## src/wavetable_bilinear_readout_macros.svh

```systemverilog
// ----------------------------------------------------------------------------
// wavetable bilinear readout assertion macros
// concurrent assertion wrappers, empty when building for synthesis
// ----------------------------------------------------------------------------
`ifndef WAVETABLE_BILINEAR_READOUT_MACROS_SVH
`define WAVETABLE_BILINEAR_READOUT_MACROS_SVH

`ifndef SYNTHESIS

// checked on every rising clock edge, off while reset is high
`define WBR_ASSERT(label, prop, msg) \
   label: assert property (@(posedge clock) disable iff (reset) prop) else $error(msg);

// checked on every rising clock edge, reset included
`define WBR_ASSERT_NR(label, prop, msg) \
   label: assert property (@(posedge clock) prop) else $error(msg);

`else

`define WBR_ASSERT(label, prop, msg)

`define WBR_ASSERT_NR(label, prop, msg)

`endif

`endif

```

## src/wbr_pkg.sv

```systemverilog
// ----------------------------------------------------------------------------
// wbr_pkg
// table geometry, field widths, command codes and the structs passed from the
// address stage to the table banks and the interpolator
// ----------------------------------------------------------------------------
`default_nettype none

package wbr_pkg;

   // table geometry, both powers of two
   localparam int TABLE_SIZE = 2048;
   localparam int NUM_FRAMES = 8;

   // fixed field widths
   localparam int CMD_W       = 1;
   localparam int FRAME_IDX_W = 3;
   localparam int ENTRY_IDX_W = 11;
   localparam int SAMPLE_W    = 16;
   localparam int PHASE_W     = 32;
   localparam int FPOS_W      = 18;
   localparam int FRAC_W      = 16;

   // derived widths
   localparam int IDX_W      = $clog2(TABLE_SIZE);
   localparam int FRM_W      = $clog2(NUM_FRAMES);
   localparam int ROW_W      = IDX_W - 1;
   localparam int ADDR_W     = FRM_W + ROW_W;
   localparam int BANK_DEPTH = TABLE_SIZE * NUM_FRAMES / 2;
   localparam int UPOS_W     = FRAC_W + 1;
   localparam int FP_W       = FRAC_W + FRM_W;
   localparam int PROD_W     = SAMPLE_W + FRAC_W + 1;
   localparam int UNITY      = 1 << FRAC_W;

   localparam logic [CMD_W-1:0] CMD_WRITE  = 1'b0;
   localparam logic [CMD_W-1:0] CMD_SAMPLE = 1'b1;

   typedef logic signed [SAMPLE_W-1:0] sample_type;
   typedef logic [FRAC_W-1:0]          frac_type;
   typedef logic [ADDR_W-1:0]          addr_type;

   typedef struct packed {
      logic       en;
      logic       bank;
      addr_type   addr;
      sample_type data;
   } wr_req_type;

   typedef struct packed {
      logic     valid;
      addr_type even_addr0;
      addr_type even_addr1;
      addr_type odd_addr0;
      addr_type odd_addr1;
      logic     swap;
      frac_type tfrac;
      frac_type ffrac;
   } rd_req_type;

endpackage

`default_nettype wire

```

## src/wbr_lerp.sv

```systemverilog
// ----------------------------------------------------------------------------
// wbr_lerp
// interpolation pipeline: orders the bank data, interpolates along the table
// in both frames, then between the frames, and holds the result register
// ----------------------------------------------------------------------------
`default_nettype none

module wbr_lerp (
   input  wire logic                clock,
   input  wire logic                reset,
   input  wire logic                adv,
   input  wire wbr_pkg::rd_req_type  rd,
   input  wire wbr_pkg::sample_type  even_data0,
   input  wire wbr_pkg::sample_type  even_data1,
   input  wire wbr_pkg::sample_type  odd_data0,
   input  wire wbr_pkg::sample_type  odd_data1,
   output logic                     out_valid,
   output wbr_pkg::sample_type       out_value
);
   import wbr_pkg::*;

   function automatic logic signed [PROD_W-1:0] diff_mul(sample_type a, sample_type b,
                                                         frac_type f);
      logic signed [SAMPLE_W:0]     d;
      logic signed [PROD_W:0]       full;
      d    = {b[SAMPLE_W-1], b} - {a[SAMPLE_W-1], a};
      full = (PROD_W+1)'(d) * (PROD_W+1)'($signed({1'b0, f}));
      return full[PROD_W-1:0];
   endfunction

   function automatic sample_type add_step(sample_type a, logic signed [PROD_W-1:0] p);
      logic signed [SAMPLE_W:0] s;
      s = $signed({a[SAMPLE_W-1], a}) + $signed(p[PROD_W-1:FRAC_W]);
      return s[SAMPLE_W-1:0];
   endfunction

   // b: aligned with bank read data
   logic       b_valid_ff;
   logic       b_swap_ff;
   frac_type   b_tfrac_ff, b_ffrac_ff;
   sample_type a0, n0, a1, n1;

   // c: products along the table
   logic                     c_valid_ff;
   sample_type               c_a0_ff, c_a1_ff;
   logic signed [PROD_W-1:0] c_p0_ff, c_p1_ff;
   frac_type                 c_ffrac_ff;

   // d: per-frame values
   logic       d_valid_ff;
   sample_type d_v0_ff, d_v1_ff;
   frac_type   d_ffrac_ff;

   // e: product between frames
   logic                     e_valid_ff;
   sample_type               e_v0_ff;
   logic signed [PROD_W-1:0] e_p_ff;

   // f: result register
   logic       rsp_valid_ff;
   sample_type rsp_value_ff;

   always_comb begin
      a0 = b_swap_ff ? odd_data0  : even_data0;
      n0 = b_swap_ff ? even_data0 : odd_data0;
      a1 = b_swap_ff ? odd_data1  : even_data1;
      n1 = b_swap_ff ? even_data1 : odd_data1;
   end

   always_ff @(posedge clock) begin
      if (reset) begin
         b_valid_ff   <= 1'b0;
         c_valid_ff   <= 1'b0;
         d_valid_ff   <= 1'b0;
         e_valid_ff   <= 1'b0;
         rsp_valid_ff <= 1'b0;
      end else if (adv) begin
         b_valid_ff   <= rd.valid;
         c_valid_ff   <= b_valid_ff;
         d_valid_ff   <= c_valid_ff;
         e_valid_ff   <= d_valid_ff;
         rsp_valid_ff <= e_valid_ff;
      end
   end

   always_ff @(posedge clock) begin
      if (adv) begin
         b_swap_ff    <= rd.swap;
         b_tfrac_ff   <= rd.tfrac;
         b_ffrac_ff   <= rd.ffrac;

         c_a0_ff      <= a0;
         c_a1_ff      <= a1;
         c_p0_ff      <= diff_mul(a0, n0, b_tfrac_ff);
         c_p1_ff      <= diff_mul(a1, n1, b_tfrac_ff);
         c_ffrac_ff   <= b_ffrac_ff;

         d_v0_ff      <= add_step(c_a0_ff, c_p0_ff);
         d_v1_ff      <= add_step(c_a1_ff, c_p1_ff);
         d_ffrac_ff   <= c_ffrac_ff;

         e_v0_ff      <= d_v0_ff;
         e_p_ff       <= diff_mul(d_v0_ff, d_v1_ff, d_ffrac_ff);

         rsp_value_ff <= add_step(e_v0_ff, e_p_ff);
      end
   end

   assign out_valid = rsp_valid_ff;
   assign out_value = rsp_value_ff;

endmodule

`default_nettype wire

```

## config.mk

```make
export PLATFORM = sky130hd
export DESIGN_NAME = wbr_lerp
export DESIGN_NICKNAME = d
export VERILOG_FILES = /design/src/wavetable_bilinear_readout_macros.svh /design/src/wbr_pkg.sv /design/src/wbr_lerp.sv
export SDC_FILE = /design/constraint.sdc
export NUM_CORES = 2
export LEC_CHECK = 0
export BUFFER_PORTS_ARGS = -buffer_cell sky130_fd_sc_hd__buf_2
export CAP_MARGIN = 20
export CORE_AREA = 2 2 391 393
export DETAILED_ROUTE_END_ITERATION = 7
export DIE_AREA = 0 0 393 395
export GPL_ROUTABILITY_DRIVEN = 0
export PLACE_DENSITY = 0.48
export SYNTH_ARGS = -nofsm -noshare
export SYNTH_HDL_FRONTEND = slang
export SYNTH_SLANG_ARGS = --single-unit
```

## constraint.sdc

```tcl
create_clock -name clock -period 17.3 [get_ports clock]
set_clock_uncertainty 0.15 [all_clocks]
set_input_delay 2.595 -clock clock [delete_from_list [all_inputs] [get_ports clock]]
set_output_delay 2.595 -clock clock [all_outputs]
set_load 0.02 [all_outputs]
```

==> impl_metrics.tcl <==
set metrics [dict create \
    cp_max_fo 16 \
    fin_crit_sh_pct 66.8 \
    die_w_um 393 \
    ys_async_sr_fraction_pct 0 \
    yosys_warnings 0 \
    worst_slew_pin_slew_ns 0.991 \
    cts_root_buf "clkbuf_16" \
    path_clk_slew_ns 0.05 \
    finalSetupViolCount 0 \
    synthAdderAreaFrac_pct 49.2 \
    core_area_mm2 0.151 \
    finalSetupTns_ns 0 \
    netlist_instances 4195 \
    num_vias 27151 \
    grt-ovfl-total 0 \
    met2_length_mm 48.3 \
    drt_iter0_markers 1205 \
    endpoint_kind "register" \
    synth_area_mm2 0.0406 \
    firstDrtPassIters 5 \
    crit_path_start_kind "primary input" \
    seqCellArea_mm2 0.00638 \
    synth_top_family_by_area "adder cells" \
    netlist_top_cells_area "fa_1 (39%), edfxtp_1 (15%), ha_1 (10%)" \
    fillers 15812 \
    wl_met1_mm 49.6 \
    ioPinCount 170 \
    relSlewSlack_pct 33.9 \
    rsz0062_at_grt "false" \
    antenna_found_initial 20 \
    synth-simple-area-share_pct 14.0 \
    fp.dieH_um 395 \
    status "completed" \
    cts_resized 0 \
    routed.top_layer "met5" \
    h-tree-depth 2 \
    cp_common_cell "fa_1" \
    synth-seq-cells 214 \
    cap_violations 0 \
    area_growth_pct 11.2 \
    drc_errors 0 \
    dp_hpwl_mm 83.9 \
    insertion_delay_ns 0.61 \
    cp.arrival_ns 11.74 \
    slowest_delay_ns 0.90 \
    placementRows 143 \
    vias_per_cell 4.28 \
    report.final.slew_viol_count 0 \
    cts_buffers 35 \
    fmax_mhz 86.5 \
    critPathSlowestCell "fa_1" \
    grt_usage_pct 14.2 \
    initial_core_util_pct 26.9 \
    antenna_left 0 \
    reg2reg_depth 34 \
    r2r_slack_ns 6.65 \
    grt_max_degree 99 \
    cts_hold_buf 0 \
    avgSynthCellArea_um2 9.69 \
    layout_min_cycle_time_ns 11.56 \
    port_buffers 117 \
    numClockSinks 214 \
    min_path_type "register to register" \
    hold_viol 0 \
    grt_pass1_wl_mm 171 \
    synth_edf_count 209 \
    dieArea_mm2 0.155 \
    drive_above_1_share_pct 7.06 \
    synth_area_leader_cell "fa_1" \
    post_drt_wl_per_cell_um 16.6 \
    ys.flop_type "edfxtp_1" \
    clk_path_buf_depth 3 \
    wl_met3_mm 5.31 \
    cts_setup_buffers 0 \
    synth_nets 5467 \
    cts_tree "yes" \
    drt-total-wl_mm 106 \
    worst-setup-path-type "primary input to register" \
    netlist-cell-type-count 66 \
    final_net_count 5553 \
    synth_compound_area_share_pct 4.32 \
    synthMuxAreaShare_pct 1.87 \
    hold_depth 0 \
    synth_top_cell_area_share_pct 38.6 \
    critPathRequiredTime_ns 17.48 \
    yosysSeqAreaShare_pct 15.7 \
    synth_xor_area_share_pct 3.63 \
    grt_pass1_vias 29890 \
    multi_input_area_mm2 0.0298 \
]
==> flip-flops by register name, indices dropped and copies added (netlist names) <==
register,count
b_ffrac_ff,16
b_tfrac_ff,16
c_a0_ff,16
c_a1_ff,16
c_ffrac_ff,16
c_p0_ff,16
c_p1_ff,16
d_ffrac_ff,16
d_v0_ff,16
d_v1_ff,16
e_p_ff,16
e_v0_ff,16
out_value,16
b_swap_ff,1
b_valid_ff,1
c_valid_ff,1
d_valid_ff,1
e_valid_ff,1
out_valid,1
==> metal layers <==
layer | global-route usage [%] | vias to the layer above
li1 | - | 12758
met1 | 19.9 | 13777
met2 | 23.1 | 479
met3 | 2.08 | 131
met4 | 3.15 | 6
met5 | 0 | -
==> cell families after synthesis <==
family / count (synthesis)
and+or+nand+nor: 1136
AOI/OAI and AO/OA: 257
xor gates and xnor gates: 167
buffers and inverters: 1221
muxes: 72
adders and majority gates: 1128
DFF: 214
==> layout by cell type (no fill, tap or decap), drive strengths merged, types with 7 or more instances in the layout <==
cell,synthesis,routed
buf,12,186
o31ai,7,7
and3,10,10
a21o,20,20
nor2,119,119
clkinv,0,11
xnor2,134,134
ha,335,335
nand2b,41,41
maj3,9,9
fa,784,784
mux2i,41,41
mux2,31,31
a21oi,61,61
nor2b,89,89
nand3,24,24
and3b,9,9
o21ai,52,52
diode,0,10
nand2,438,438
o2111ai,8,8
edfxtp,209,209
or3,10,10
and2,324,324
nand3b,15,15
clkbuf,125,40
nor3,42,42
a21boi,14,14
inv,1084,1085
a211oi,10,10
xor2,32,32
o21a,28,28
==> area by class of cell <==
class                   count  area share [%]
diodes                     10          0.0554
clock buffers              40            2.03
clock inverters            21           0.640
inverters                1084            9.01
multi-input cells        2760            66.0
flip-flops and latches    214            14.1
well taps                2030            5.62
repair buffers            186            2.49
==> synthesized netlist by cell type, drive strengths merged, types with 12 or more instances <==
library cell,instances
buf,12
a21oi,61
mux2,31
nand3,24
nand2,438
clkbuf,125
a21o,20
fa,784
ha,335
o21ai,52
a21boi,14
xor2,32
o21a,28
nor2,119
inv,1084
nor3,42
nor2b,89
nand2b,41
and2,324
mux2i,41
edfxtp,209
xnor2,134
nand3b,15
==> critical path, delay by kind of cell <==
family | cells | cell delay, ns
compound gates | 8 | 2.15
mux | 1 | 0.28
fa+ha+maj | 8 | 4.07
buf+inv | 6 | 0.68
xor+xnor | 3 | 1.15
simple gates | 7 | 0.83
==> path summary, 6_finish.rpt <==
path                                     from             to
worst max-delay path             odd_data0[0]    c_p0_ff[31]
worst min-delay path            b_ffrac_ff[3]  c_ffrac_ff[3]
worst max register to register      b_swap_ff    c_p1_ff[31]
worst min register to register  b_ffrac_ff[3]  c_ffrac_ff[3]
==> metrics by stage <==
stage	area (µm²)	hold slack, ns	utilization, %	worst slack, ns	std cells
3_5_place_dp	43900	0.256	29.1	4.90	6273
4_1_cts	45100	0.269	29.8	5.50	6334
3_3_place_gp	43900	0.254	29.0	4.96	6272
6_report	45200	0.267	29.9	5.74	6345
2_1_floorplan	40600	0.250	-	6.54	4195
5_1_grt	45100	0.274	29.9	4.93	6336
Power is not shown: default switching activity piles up to over one toggle a cycle in this logic, so the estimate is an artifact.
