===== src/wavetable_bilinear_readout_macros.svh =====
// ----------------------------------------------------------------------------
// wavetable bilinear readout assertion macros
// concurrent assertion wrappers, empty when building for synthesis
// ----------------------------------------------------------------------------
`ifndef WAVETABLE_BILINEAR_READOUT_MACROS_SVH
`define WAVETABLE_BILINEAR_READOUT_MACROS_SVH

`ifndef SYNTHESIS

// checked on every rising clock edge, off while reset is high
`define WBR_ASSERT(label, prop, msg) \
   label: assert property (@(posedge clock) disable iff (reset) prop) else $error(msg);

// checked on every rising clock edge, reset included
`define WBR_ASSERT_NR(label, prop, msg) \
   label: assert property (@(posedge clock) prop) else $error(msg);

`else

`define WBR_ASSERT(label, prop, msg)

`define WBR_ASSERT_NR(label, prop, msg)

`endif

`endif


===== src/wbr_pkg.sv =====
// ----------------------------------------------------------------------------
// wbr_pkg
// table geometry, field widths, command codes and the structs passed from the
// address stage to the table banks and the interpolator
// ----------------------------------------------------------------------------
`default_nettype none

package wbr_pkg;

   // table geometry, both powers of two
   localparam int TABLE_SIZE = 2048;
   localparam int NUM_FRAMES = 8;

   // fixed field widths
   localparam int CMD_W       = 1;
   localparam int FRAME_IDX_W = 3;
   localparam int ENTRY_IDX_W = 11;
   localparam int SAMPLE_W    = 16;
   localparam int PHASE_W     = 32;
   localparam int FPOS_W      = 18;
   localparam int FRAC_W      = 16;

   // derived widths
   localparam int IDX_W      = $clog2(TABLE_SIZE);
   localparam int FRM_W      = $clog2(NUM_FRAMES);
   localparam int ROW_W      = IDX_W - 1;
   localparam int ADDR_W     = FRM_W + ROW_W;
   localparam int BANK_DEPTH = TABLE_SIZE * NUM_FRAMES / 2;
   localparam int UPOS_W     = FRAC_W + 1;
   localparam int FP_W       = FRAC_W + FRM_W;
   localparam int PROD_W     = SAMPLE_W + FRAC_W + 1;
   localparam int UNITY      = 1 << FRAC_W;

   localparam logic [CMD_W-1:0] CMD_WRITE  = 1'b0;
   localparam logic [CMD_W-1:0] CMD_SAMPLE = 1'b1;

   typedef logic signed [SAMPLE_W-1:0] sample_type;
   typedef logic [FRAC_W-1:0]          frac_type;
   typedef logic [ADDR_W-1:0]          addr_type;

   typedef struct packed {
      logic       en;
      logic       bank;
      addr_type   addr;
      sample_type data;
   } wr_req_type;

   typedef struct packed {
      logic     valid;
      addr_type even_addr0;
      addr_type even_addr1;
      addr_type odd_addr0;
      addr_type odd_addr1;
      logic     swap;
      frac_type tfrac;
      frac_type ffrac;
   } rd_req_type;

endpackage

`default_nettype wire


===== src/wbr_front.sv =====
// ----------------------------------------------------------------------------
// wbr_front
// request stage: decodes the transfer into a bank write or into four bank
// read addresses with table and frame fractions
// ----------------------------------------------------------------------------
`default_nettype none

module wbr_front (
   input  wire logic                            clock,
   input  wire logic                            reset,
   input  wire logic                            adv,
   input  wire logic                            req_take,
   input  wire logic [wbr_pkg::CMD_W-1:0]       req_cmd,
   input  wire logic [wbr_pkg::FRAME_IDX_W-1:0] req_frame_index,
   input  wire logic [wbr_pkg::ENTRY_IDX_W-1:0] req_entry_index,
   input  wire logic signed [wbr_pkg::SAMPLE_W-1:0] req_entry_value,
   input  wire logic [wbr_pkg::PHASE_W-1:0]     req_phase,
   input  wire logic signed [wbr_pkg::FPOS_W-1:0] req_frame_pos,
   output wbr_pkg::wr_req_type                  wr,
   output wbr_pkg::rd_req_type                  rd
);
   import wbr_pkg::*;

   wr_req_type       wr_ff, wr_in;
   rd_req_type       rd_ff, rd_in;
   logic [IDX_W-1:0] entry;
   logic             in_range;
   logic [UPOS_W-1:0] fpos;
   logic [FP_W-1:0]  fp;
   logic [FRM_W-1:0] f0, f1;
   logic [IDX_W-1:0] i0, i1;
   logic [ROW_W-1:0] even_row, odd_row;

   // write decode
   always_comb begin
      entry    = IDX_W'(req_entry_index);
      in_range = (int'(req_frame_index) < NUM_FRAMES) &&
                 (int'(req_entry_index) < TABLE_SIZE);
      wr_in.en   = req_take && (req_cmd == CMD_WRITE) && in_range;
      wr_in.bank = entry[0];
      wr_in.addr = {FRM_W'(req_frame_index), entry[IDX_W-1:1]};
      wr_in.data = req_entry_value;
   end

   // sample decode
   always_comb begin
      if (req_frame_pos[FPOS_W-1]) begin
         fpos = '0;
      end else if (req_frame_pos[UPOS_W-1:0] > UPOS_W'(UNITY)) begin
         fpos = UPOS_W'(UNITY);
      end else begin
         fpos = req_frame_pos[UPOS_W-1:0];
      end
      fp = FP_W'(FP_W'(fpos) * FP_W'(NUM_FRAMES - 1));
      f0 = fp[FRAC_W +: FRM_W];
      f1 = (f0 == FRM_W'(NUM_FRAMES - 1)) ? f0 : f0 + 1'b1;

      i0       = req_phase[PHASE_W-1 -: IDX_W];
      i1       = i0 + 1'b1;
      even_row = i0[0] ? i1[IDX_W-1:1] : i0[IDX_W-1:1];
      odd_row  = i0[IDX_W-1:1];

      rd_in.valid      = req_take && (req_cmd == CMD_SAMPLE);
      rd_in.even_addr0 = {f0, even_row};
      rd_in.even_addr1 = {f1, even_row};
      rd_in.odd_addr0  = {f0, odd_row};
      rd_in.odd_addr1  = {f1, odd_row};
      rd_in.swap       = i0[0];
      rd_in.tfrac      = req_phase[PHASE_W-1-IDX_W -: FRAC_W];
      rd_in.ffrac      = fp[FRAC_W-1:0];
   end

   always_ff @(posedge clock) begin
      if (reset) begin
         wr_ff.en    <= 1'b0;
         rd_ff.valid <= 1'b0;
      end else if (adv) begin
         wr_ff.en    <= wr_in.en;
         rd_ff.valid <= rd_in.valid;
      end
      if (adv) begin
         wr_ff.bank       <= wr_in.bank;
         wr_ff.addr       <= wr_in.addr;
         wr_ff.data       <= wr_in.data;
         rd_ff.even_addr0 <= rd_in.even_addr0;
         rd_ff.even_addr1 <= rd_in.even_addr1;
         rd_ff.odd_addr0  <= rd_in.odd_addr0;
         rd_ff.odd_addr1  <= rd_in.odd_addr1;
         rd_ff.swap       <= rd_in.swap;
         rd_ff.tfrac      <= rd_in.tfrac;
         rd_ff.ffrac      <= rd_in.ffrac;
      end
   end

   assign wr = wr_ff;
   assign rd = rd_ff;

endmodule

`default_nettype wire


===== config.mk =====
export PLATFORM = sky130hd
export DESIGN_NAME = wbr_front
export DESIGN_NICKNAME = d
export VERILOG_FILES = /design/src/wavetable_bilinear_readout_macros.svh /design/src/wbr_pkg.sv /design/src/wbr_front.sv
export SDC_FILE = /design/constraint.sdc
export NUM_CORES = 1
export LEC_CHECK = 0
export BUFFER_PORTS_ARGS = -buffer_cell sky130_fd_sc_hd__buf_2
export CORE_UTILIZATION = 35
export DETAILED_ROUTE_END_ITERATION = 16
export PLACE_DENSITY_LB_ADDON = 0.1
export RECOVER_POWER = 25
export SYNTH_ARGS = -nofsm -noshare
export SYNTH_HDL_FRONTEND = slang
export SYNTH_SLANG_ARGS = --single-unit

===== constraint.sdc =====
create_clock -name clock -period 5.5 [get_ports clock]
set_input_delay 1.1 -clock clock [delete_from_list [all_inputs] [get_ports clock]]
set_output_delay 1.1 -clock clock [all_outputs]
set_load 0.03 [all_outputs]

==> metrics.md, run 1 <==
| Metric | Value |
|---|---|
| CP delay by family, top | `compound AO/OA/AOI/OAI gates` |
| GRT busiest layer | `met2` |
| Final Max Tran Viols | `39` |
| I/O pin count | `202` |
| R2R depth | `2` |
| Via Count | `3068` |
| Sink Count | `around 90` |
| CP bufs+invs | `3` |
| Post-synth top cells | `edfxtp_1, buf_4, inv_1` |
| Crit. path cell count | `16` |
| Layout cells sized above 1 | `between 40% and 50%` |
| Top_reg_cell synth | `edfxtp_1` |
| Cell Area, Synth | `~4600 um^2` |
| Initial antenna violation count | `0` |
| Synth top area cells | `edfxtp_1, fa_1, ha_1` |
| Met1 Resource Use GR | `~16%` |
| Vias/cell | `approximately 4.5` |
| Final hold slack | `approximately 0.47 ns` |
| Max VDD drop | `around 0.00012 V` |
| CP endpoint kind | `register` |
| Synth area leader | `edfxtp_1` |
| Util after Layout | `a little under half` |
| ANT cells | `0` |
| FF+latch area | `2710 um^2` |
| Starting DRC count in detailed routing | `between 100 and 150` |
| Shortest period the worst path allows | `roughly 4.6 ns` |
| Max_cap viols | `1` |
| Leak | `around 2.7 nW` |
| Depth of the CTS H-tree | `3` |
| PD cells | `about 330 nW/um^2` |
| Yosys reg bits | `between 90 and 100` |
| CP required | `5.57 ns` |
| Kind of critical path | `in -> reg` |
| Chip width | `between 100 and 150 um` |
| Met3 Use GR | `~3.2%` |
| Worst min-delay path category | `reg -> reg` |
| Worst path slowest cell | `fa_1` |
| Maximum clock insertion buffer count | `2` |
| Slowest cell delay on critical path | `0.53 ns` |
| Met2 GRT Util | `23.0%` |
| Setup TNS | `0 ns` |
| FILL cells | `about 1.2k` |
| Cell variety after synth | `42` |
| Gate count of the mapped netlist | `roughly 330` |
| Vias in the first global route | `approximately 2.8k` |
| Die H | `approximately 120 um` |
| Worst-Margin Slew | `a little under 2 ns` |
| Core ar. | `around 13000 um^2` |
| Starting Density | `36.1%` |
| RSZ-0062 raised after global routing | `false` |
| Yosys top cell area share | `58.4%` |
| Syn_nets | `~450` |
| Post-DP HPWL | `7.40 mm` |
| Largest net degree at the start of global routing | `57` |
| Ys async rst share | `0%` |
| Sequential area share after synthesis | `59.3%` |
| Rows | `41` |
| Total gr overflow | `0` |
| Multi-input gate area | `between 1500 and 2000 um^2` |
| Most frequent cell after synthesis | `edfxtp_1` |
| Layout area overhead | `28.6%` |
| Hold Buf Count CTS | `0` |
| Clock latency on the worst-skew pair | `about 0.33 ns` |
| Post-synth EDFFs | `89` |
| WP data arrival | `between 4 and 5 ns` |
| Hold depth | `2` |
| Slew HR | `-28.9%` |
| Fmax | `217 MHz` |
| WL/cell | `13.4 um` |
| # setup viols final | `0` |
| Failing checks | `capacitance limit, slew limit` |
| Syn avg cell area | `13.8 um^2` |
| Final Skew | `0 ns` |
| Clock Tree Root | `clkbuf_16` |
| Final #Nets | `around 630` |
| Die area | `13500 um^2` |
| Synth Warn # | `0` |
| CTS buffer count | `9` |
| Routed wire length | `about 9 mm` |
| Post-CTS Setup Repair Bufs | `0` |
| I/O Buffers | `196` |
| Gr usage total | `around an eighth` |
| Critical Path Fanout Max | `12` |
| First-pass GRT wire length | `about 13 mm` |
| Drt drc | `0` |
| Post-DRT Antenna Nets | `0` |
| Detailed Routing Iterations Pass 1 | `4` |
| Final Hold Violating Endpoints | `0` |
| Final GP Congestion | `between 0.7 and 0.8` |
| Gates resized, CTS repair | `0` |
| CP Launch Type | `input port` |
| TritonCTS clock tree | `done` |
| Run status | `finished with violations` |
| Fin crit share | `83.7%` |
| Clock-pin slew on the worst setup and hold paths | `approximately 0.070 ns` |
| Critical Path, Cell by Cell | `buf_2, nor4_1, nand4_1, a21oi_2, and2_1, inv_1, fa_1, inv_1, ha_1, o211ai_1, a21oi_2, o211ai_2, o211ai_1, o31ai_2, xor2_1, a21oi_1` |
## per-layer routing
layer | vias up | routed length (um)
met3 | 10 | 594
met2 | 113 | 4650
met5 | - | 0
met4 | 0 | 134
li1 | 1526 | -
met1 | 1419 | 3870
## final timing paths
check | startpoint | slack, ns | endpoint
min | wr[30] | 0.47 | wr[30]
max reg2reg | rd[85] | 4.91 | rd[85]
max | req_frame_pos[2] | 0.89 | rd[70]
min reg2reg | wr[30] | 0.47 | wr[30]
## cells in the final DEF (no fill, tap or decap), drive strengths merged, types with 2 or more instances in the layout
cell type	synthesis	layout
buf	27	186
edfxtp	89	89
inv	26	28
ha	21	21
clkbuf	2	21
and2	16	16
xnor2	15	15
nand2	15	15
fa	15	15
a21oi	15	15
nor2	13	13
a21o	12	12
o21ai	9	9
xor2	8	8
nand2b	7	7
nand3	7	7
nand4	7	7
o211ai	6	6
nor4	4	4
and3	3	3
bufinv	0	2
dfxtp	2	2
a211oi	2	2
a21boi	2	2
clkinv	0	2
## layout make-up
type	count	area share (%)
well taps	172	3.65
flip-flops and latches	91	46.1
clock inverters	7	1.66
multi-input cells	185	26.5
repair buffers	198	16.7
inverters	26	1.66
clock buffers	9	3.82
## state kept, by name, indices dropped and copies added (netlist names)
signal  cells
rd         60
wr         31
## kinds of logic after synthesis
family          after synthesis  share of synthesized area [%]
compound gates               51                           8.31
xor+xnor                     23                           4.40
fa+ha+maj                    36                           12.3
buf+inv                      55                           6.67
flops                        91                           59.3
simple gates                 75                           9.05
## where the power goes
part / switching (W) / total (W) / internal [W]
sequential: 0.0000172 / 0.000853 / 0.000836
combinational: 0.000284 / 0.000404 / 0.000120
clock: 0.000257 / 0.000657 / 0.000400
total: 0.000557 / 0.00191 / 0.00136
## worst reg2reg max path, stage by stage, from the launching register on
cell and delay (ns):
dfxtp_1 0.33, nand2b_1 0.06, a21oi_1 0.12
## per-stage QoR
| stage | power (W) | worst slack (ns) | instances | instance area (um^2) |
|---|---|---|---|---|
| 2_1_floorplan | 0.00116 | 1.02 | 331 | 4580 |
| 3_3_place_gp | 0.00128 | 0.517 | 672 | 5580 |
| 3_5_place_dp | 0.00128 | 0.479 | 672 | 5580 |
| 4_1_cts | 0.00194 | 0.828 | 688 | 5910 |
| 5_1_grt | 0.00200 | 0.516 | 688 | 5890 |
| 6_report | 0.00191 | 0.894 | 688 | 5890 |
Note: power is estimated with default switching activity, not from simulation.
==> run 2: changes to the inputs <==
--- a/config.mk
+++ b/config.mk
@@ -5,6 +5,7 @@
 export SDC_FILE = /design/constraint.sdc
 export NUM_CORES = 1
 export LEC_CHECK = 0
+export ABC_AREA = 1
 export BUFFER_PORTS_ARGS = -buffer_cell sky130_fd_sc_hd__buf_2
 export CORE_UTILIZATION = 35
 export DETAILED_ROUTE_END_ITERATION = 16
==> constraint.sdc (replaced) <==
create_clock -name clock -period 4.3 [get_ports clock]
set_input_delay 0.86 -clock clock [delete_from_list [all_inputs] [get_ports clock]]
set_output_delay 0.86 -clock clock [all_outputs]
set_load 0.03 [all_outputs]
==> metrics.md, run 2 <==
| Metric | Value |
|---|---|
| Fmax | `about 270 MHz` |
| Maximum clock insertion buffer count | `2 (unchanged)` |
| # setup viols final | `0 (unchanged)` |
| Starting DRC count in detailed routing | `189 (was 121)` |
| RSZ-0062 raised after global routing | `false (unchanged)` |
| Hold Buf Count CTS | `0 (unchanged)` |
| Cell Area, Synth | `4680 um^2 (was 4580 um^2)` |
| Fin crit share | `around 87%` |
| Max VDD drop | `0.000179 V (was 0.000124 V)` |
| Post-DP HPWL | `8.19 mm (was 7.40 mm)` |
| Layout cells sized above 1 | `36.0% (was 41.9%)` |
| Depth of the CTS H-tree | `3 (unchanged)` |
| I/O Buffers | `196 (unchanged)` |
| I/O pin count | `202 (unchanged)` |
| WP data arrival | `3.86 ns (was 4.68 ns)` |
| CTS buffer count | `9 (unchanged)` |
| ANT cells | `0 (unchanged)` |
| Largest net degree at the start of global routing | `89 (was 57)` |
| Final WS setup | `0.545 ns (was 0.894 ns)` |
| Top_reg_cell synth | `edfxtp_1 (unchanged)` |
| First-pass GRT wire length | `16.0 mm (was 13.5 mm)` |
| CP endpoint kind | `register (unchanged)` |
| Vias/cell | `4.27 (was 4.46)` |
| Final #Nets | `722 (was 632)` |
| Chip width | `118 um (was 116 um)` |
| Gr usage total | `14.9% (was 13.3%)` |
| Clock latency on the worst-skew pair | `0.33 ns (about the same)` |
| Starting Density | `36.5% (was 36.1%)` |
| Ys async rst share | `0% (unchanged)` |
| DP Area | `5740 um^2 (was 5580 um^2)` |
| Post-synth EDFFs | `89 (unchanged)` |
| Layout area overhead | `28.6% (about the same)` |
| Die area | `13800 um^2 (was 13500 um^2)` |
| Final hold slack | `0.463 ns (was 0.465 ns)` |
| FILL cells | `1226 (was 1225)` |
| Synth area leader | `edfxtp_1 (unchanged)` |
| CP Launch Type | `input port (unchanged)` |
| FF+latch area | `2710 um^2 (unchanged)` |
| Final GP Congestion | `0.819 (was 0.775)` |
| Detailed Routing Iterations Pass 1 | `4 (unchanged)` |
| Most common cell after layout, fill and taps aside | `buf_2 (unchanged)` |
| Post-DRT Antenna Nets | `0 (unchanged)` |
| Multi-input gate area | `1490 um^2 (was 1560 um^2)` |
| Clock-pin slew on the worst setup and hold paths | `0.07 ns (about the same)` |
| Synth top area cells | `edfxtp_1, fa_1, nand2_1 (was edfxtp_1, fa_1, ha_1)` |
| Final Hold Violating Endpoints | `0 (unchanged)` |
| PD cells | `396 nW/um^2 (was 325 nW/um^2)` |
| Clock Tree Root | `clkbuf_16 (unchanged)` |
| Total gr overflow | `0 (unchanged)` |
| Cell variety after synth | `28 (was 42)` |
| Leak | `2.95 nW (was 2.68 nW)` |
| Largest register FFs | `60 (unchanged)` |
| Syn_nets | `533 (was 452)` |
| Yosys top cell area share | `57.1% (was 58.4%)` |
| Yosys reg bits | `91 (unchanged)` |
| Post-route cell area | `6020 um^2 (was 5890 um^2)` |
| Critical Path Fanout Max | `11 (was 12)` |
| Routed wire length | `10.0 mm (was 9.25 mm)` |
| Post-synth top cells | `edfxtp_1, nand2_1, inv_1 (was edfxtp_1, buf_4, inv_1)` |
| Max_cap viols | `0 (was 1)` |
| Worst min-delay path category | `reg -> reg (unchanged)` |
| Sink Count | `91 (unchanged)` |
| Via Count | `3321 (was 3068)` |
| Most frequent cell after synthesis | `edfxtp_1 (unchanged)` |
| Kind of critical path | `in -> reg (unchanged)` |
| Core ar. | `12800 um^2 (was 12700 um^2)` |
| Initial antenna violation count | `0 (unchanged)` |
| Syn avg cell area | `11.4 um^2 (was 13.8 um^2)` |
| Gate count of the mapped netlist | `412 (was 331)` |
| WL/cell | `12.9 um (was 13.4 um)` |
| Rows | `41 (unchanged)` |
| Synth Warn # | `0 (unchanged)` |
| Pre-CTS setup slack | `-0.0128 ns (was 0.479 ns)` |
| Drt drc | `0 (unchanged)` |
| Most frequent cells in the layout | `buf_2, edfxtp_1, nand2_1 (was buf_2, edfxtp_1, inv_1)` |
| Final Max Tran Viols | `0 (was 39)` |
| Run status | `finished clean (was finished with violations)` |
| Slew HR | `27.6% (was -28.9%)` |
| CP required | `4.40 ns (was 5.57 ns)` |
| Sequential area share after synthesis | `58.0% (was 59.3%)` |
| TritonCTS clock tree | `done (unchanged)` |
| Die H | `118 um (was 116 um)` |
| Final Skew | `0 ns (unchanged)` |
| Vias in the first global route | `3184 (was 2758)` |
| Shortest period the worst path allows | `about 3.8 ns` |
| Worst-Margin Slew | `1.09 ns (was 1.93 ns)` |
## run 2: cell count changes in the layout (fill, tap and decap cells not counted), moves of 10 or more
| cell | previous run | this run |
|---|---|---|
| a21o_1 | 11 | 0 |
| and2_1 | 15 | 0 |
| buf_2 | 184 | 174 |
| inv_1 | 26 | 71 |
| nand2_1 | 15 | 78 |
| nor2_1 | 13 | 23 |
## run 2: repair_timing
item / in CTS / in global routing
endpoints found under the setup margin: 0 / 1
buffers inserted: 0 / 0
resized for setup: 0 / 1
## run 2: through the flow
stage / util [%] / setup TNS (ns) / power, W / instances
floorplan: - / 0 / 0.00148 / 412
global placement: 44.8 / 0 / 0.00163 / 762
detailed placement: 44.8 / -0.0128 / 0.00164 / 762
CTS: 47.1 / 0 / 0.00242 / 778
global route: 46.9 / 0 / 0.00249 / 778
finish: 46.9 / 0 / 0.00239 / 778
## run 2: report_power, final
| part | switching, W | internal, W | total (W) |
|---|---|---|---|
| registers | 0.0000231 | 0.00107 | 0.00109 |
| clock network | 0.000324 | 0.000454 | 0.000778 |
| logic | 0.000369 | 0.000146 | 0.000515 |
| total | 0.000717 | 0.00167 | 0.00239 |
## run 2: path summary, 6_finish.rpt
| check | startpoint | end | slack, ns | cells after the start |
|---|---|---|---|---|
| max | req_frame_pos[15] | rd[70] | 0.55 | 20 |
| min | rd[85] | rd[85] | 0.46 | 2 |
| max reg2reg | wr[30] | wr[30] | 3.72 | 2 |
| min reg2reg | rd[85] | rd[85] | 0.46 | 2 |
## run 2: critical path, cell delays in order
cell and delay (ns):
buf_2 0.10, nor4_1 0.29, nand3_1 0.14, nand2_2 0.13, nand2_2 0.16, inv_1 0.17
nand2_1 0.15, fa_1 0.55, inv_1 0.04, ha_1 0.34, nand2_1 0.10, inv_1 0.06
nand2_1 0.06, nand2_1 0.07, a21oi_1 0.24, nand3_1 0.13, nand2_2 0.11, nand2_1 0.05
nand2_1 0.06, inv_1 0.03
## run 2: cell type report
class / instances / share of cell area, %
clock buffers: 9 / 3.74
multi-input cells: 220 / 24.8
clock inverters: 7 / 1.25
well taps: 172 / 3.57
repair buffers: 205 / 17.0
flip-flops and latches: 91 / 45.1
inverters: 74 / 4.61
## run 2: routing by layer
| layer | routed length (um) | up-vias | track usage, % | part of all wire (%) |
|---|---|---|---|---|
| met2 | 5110 | 116 | 26.0 | 51 |
| met1 | 4270 | 1506 | 18.2 | 43 |
| li1 | - | 1692 | - | - |
| met4 | 118 | 0 | 5.53 | 1.2 |
| met3 | 494 | 7 | 2.96 | 4.9 |
| met5 | 0 | - | 0 | 0 |
## run 2: kinds of logic after synthesis
group	after synthesis	share of synthesized area [%]
xor+xnor	20	3.74
simple gates	141	13.2
fa+ha+maj	36	12.0
buf+inv	101	10.3
flops	91	58.0
compound gates	23	2.83
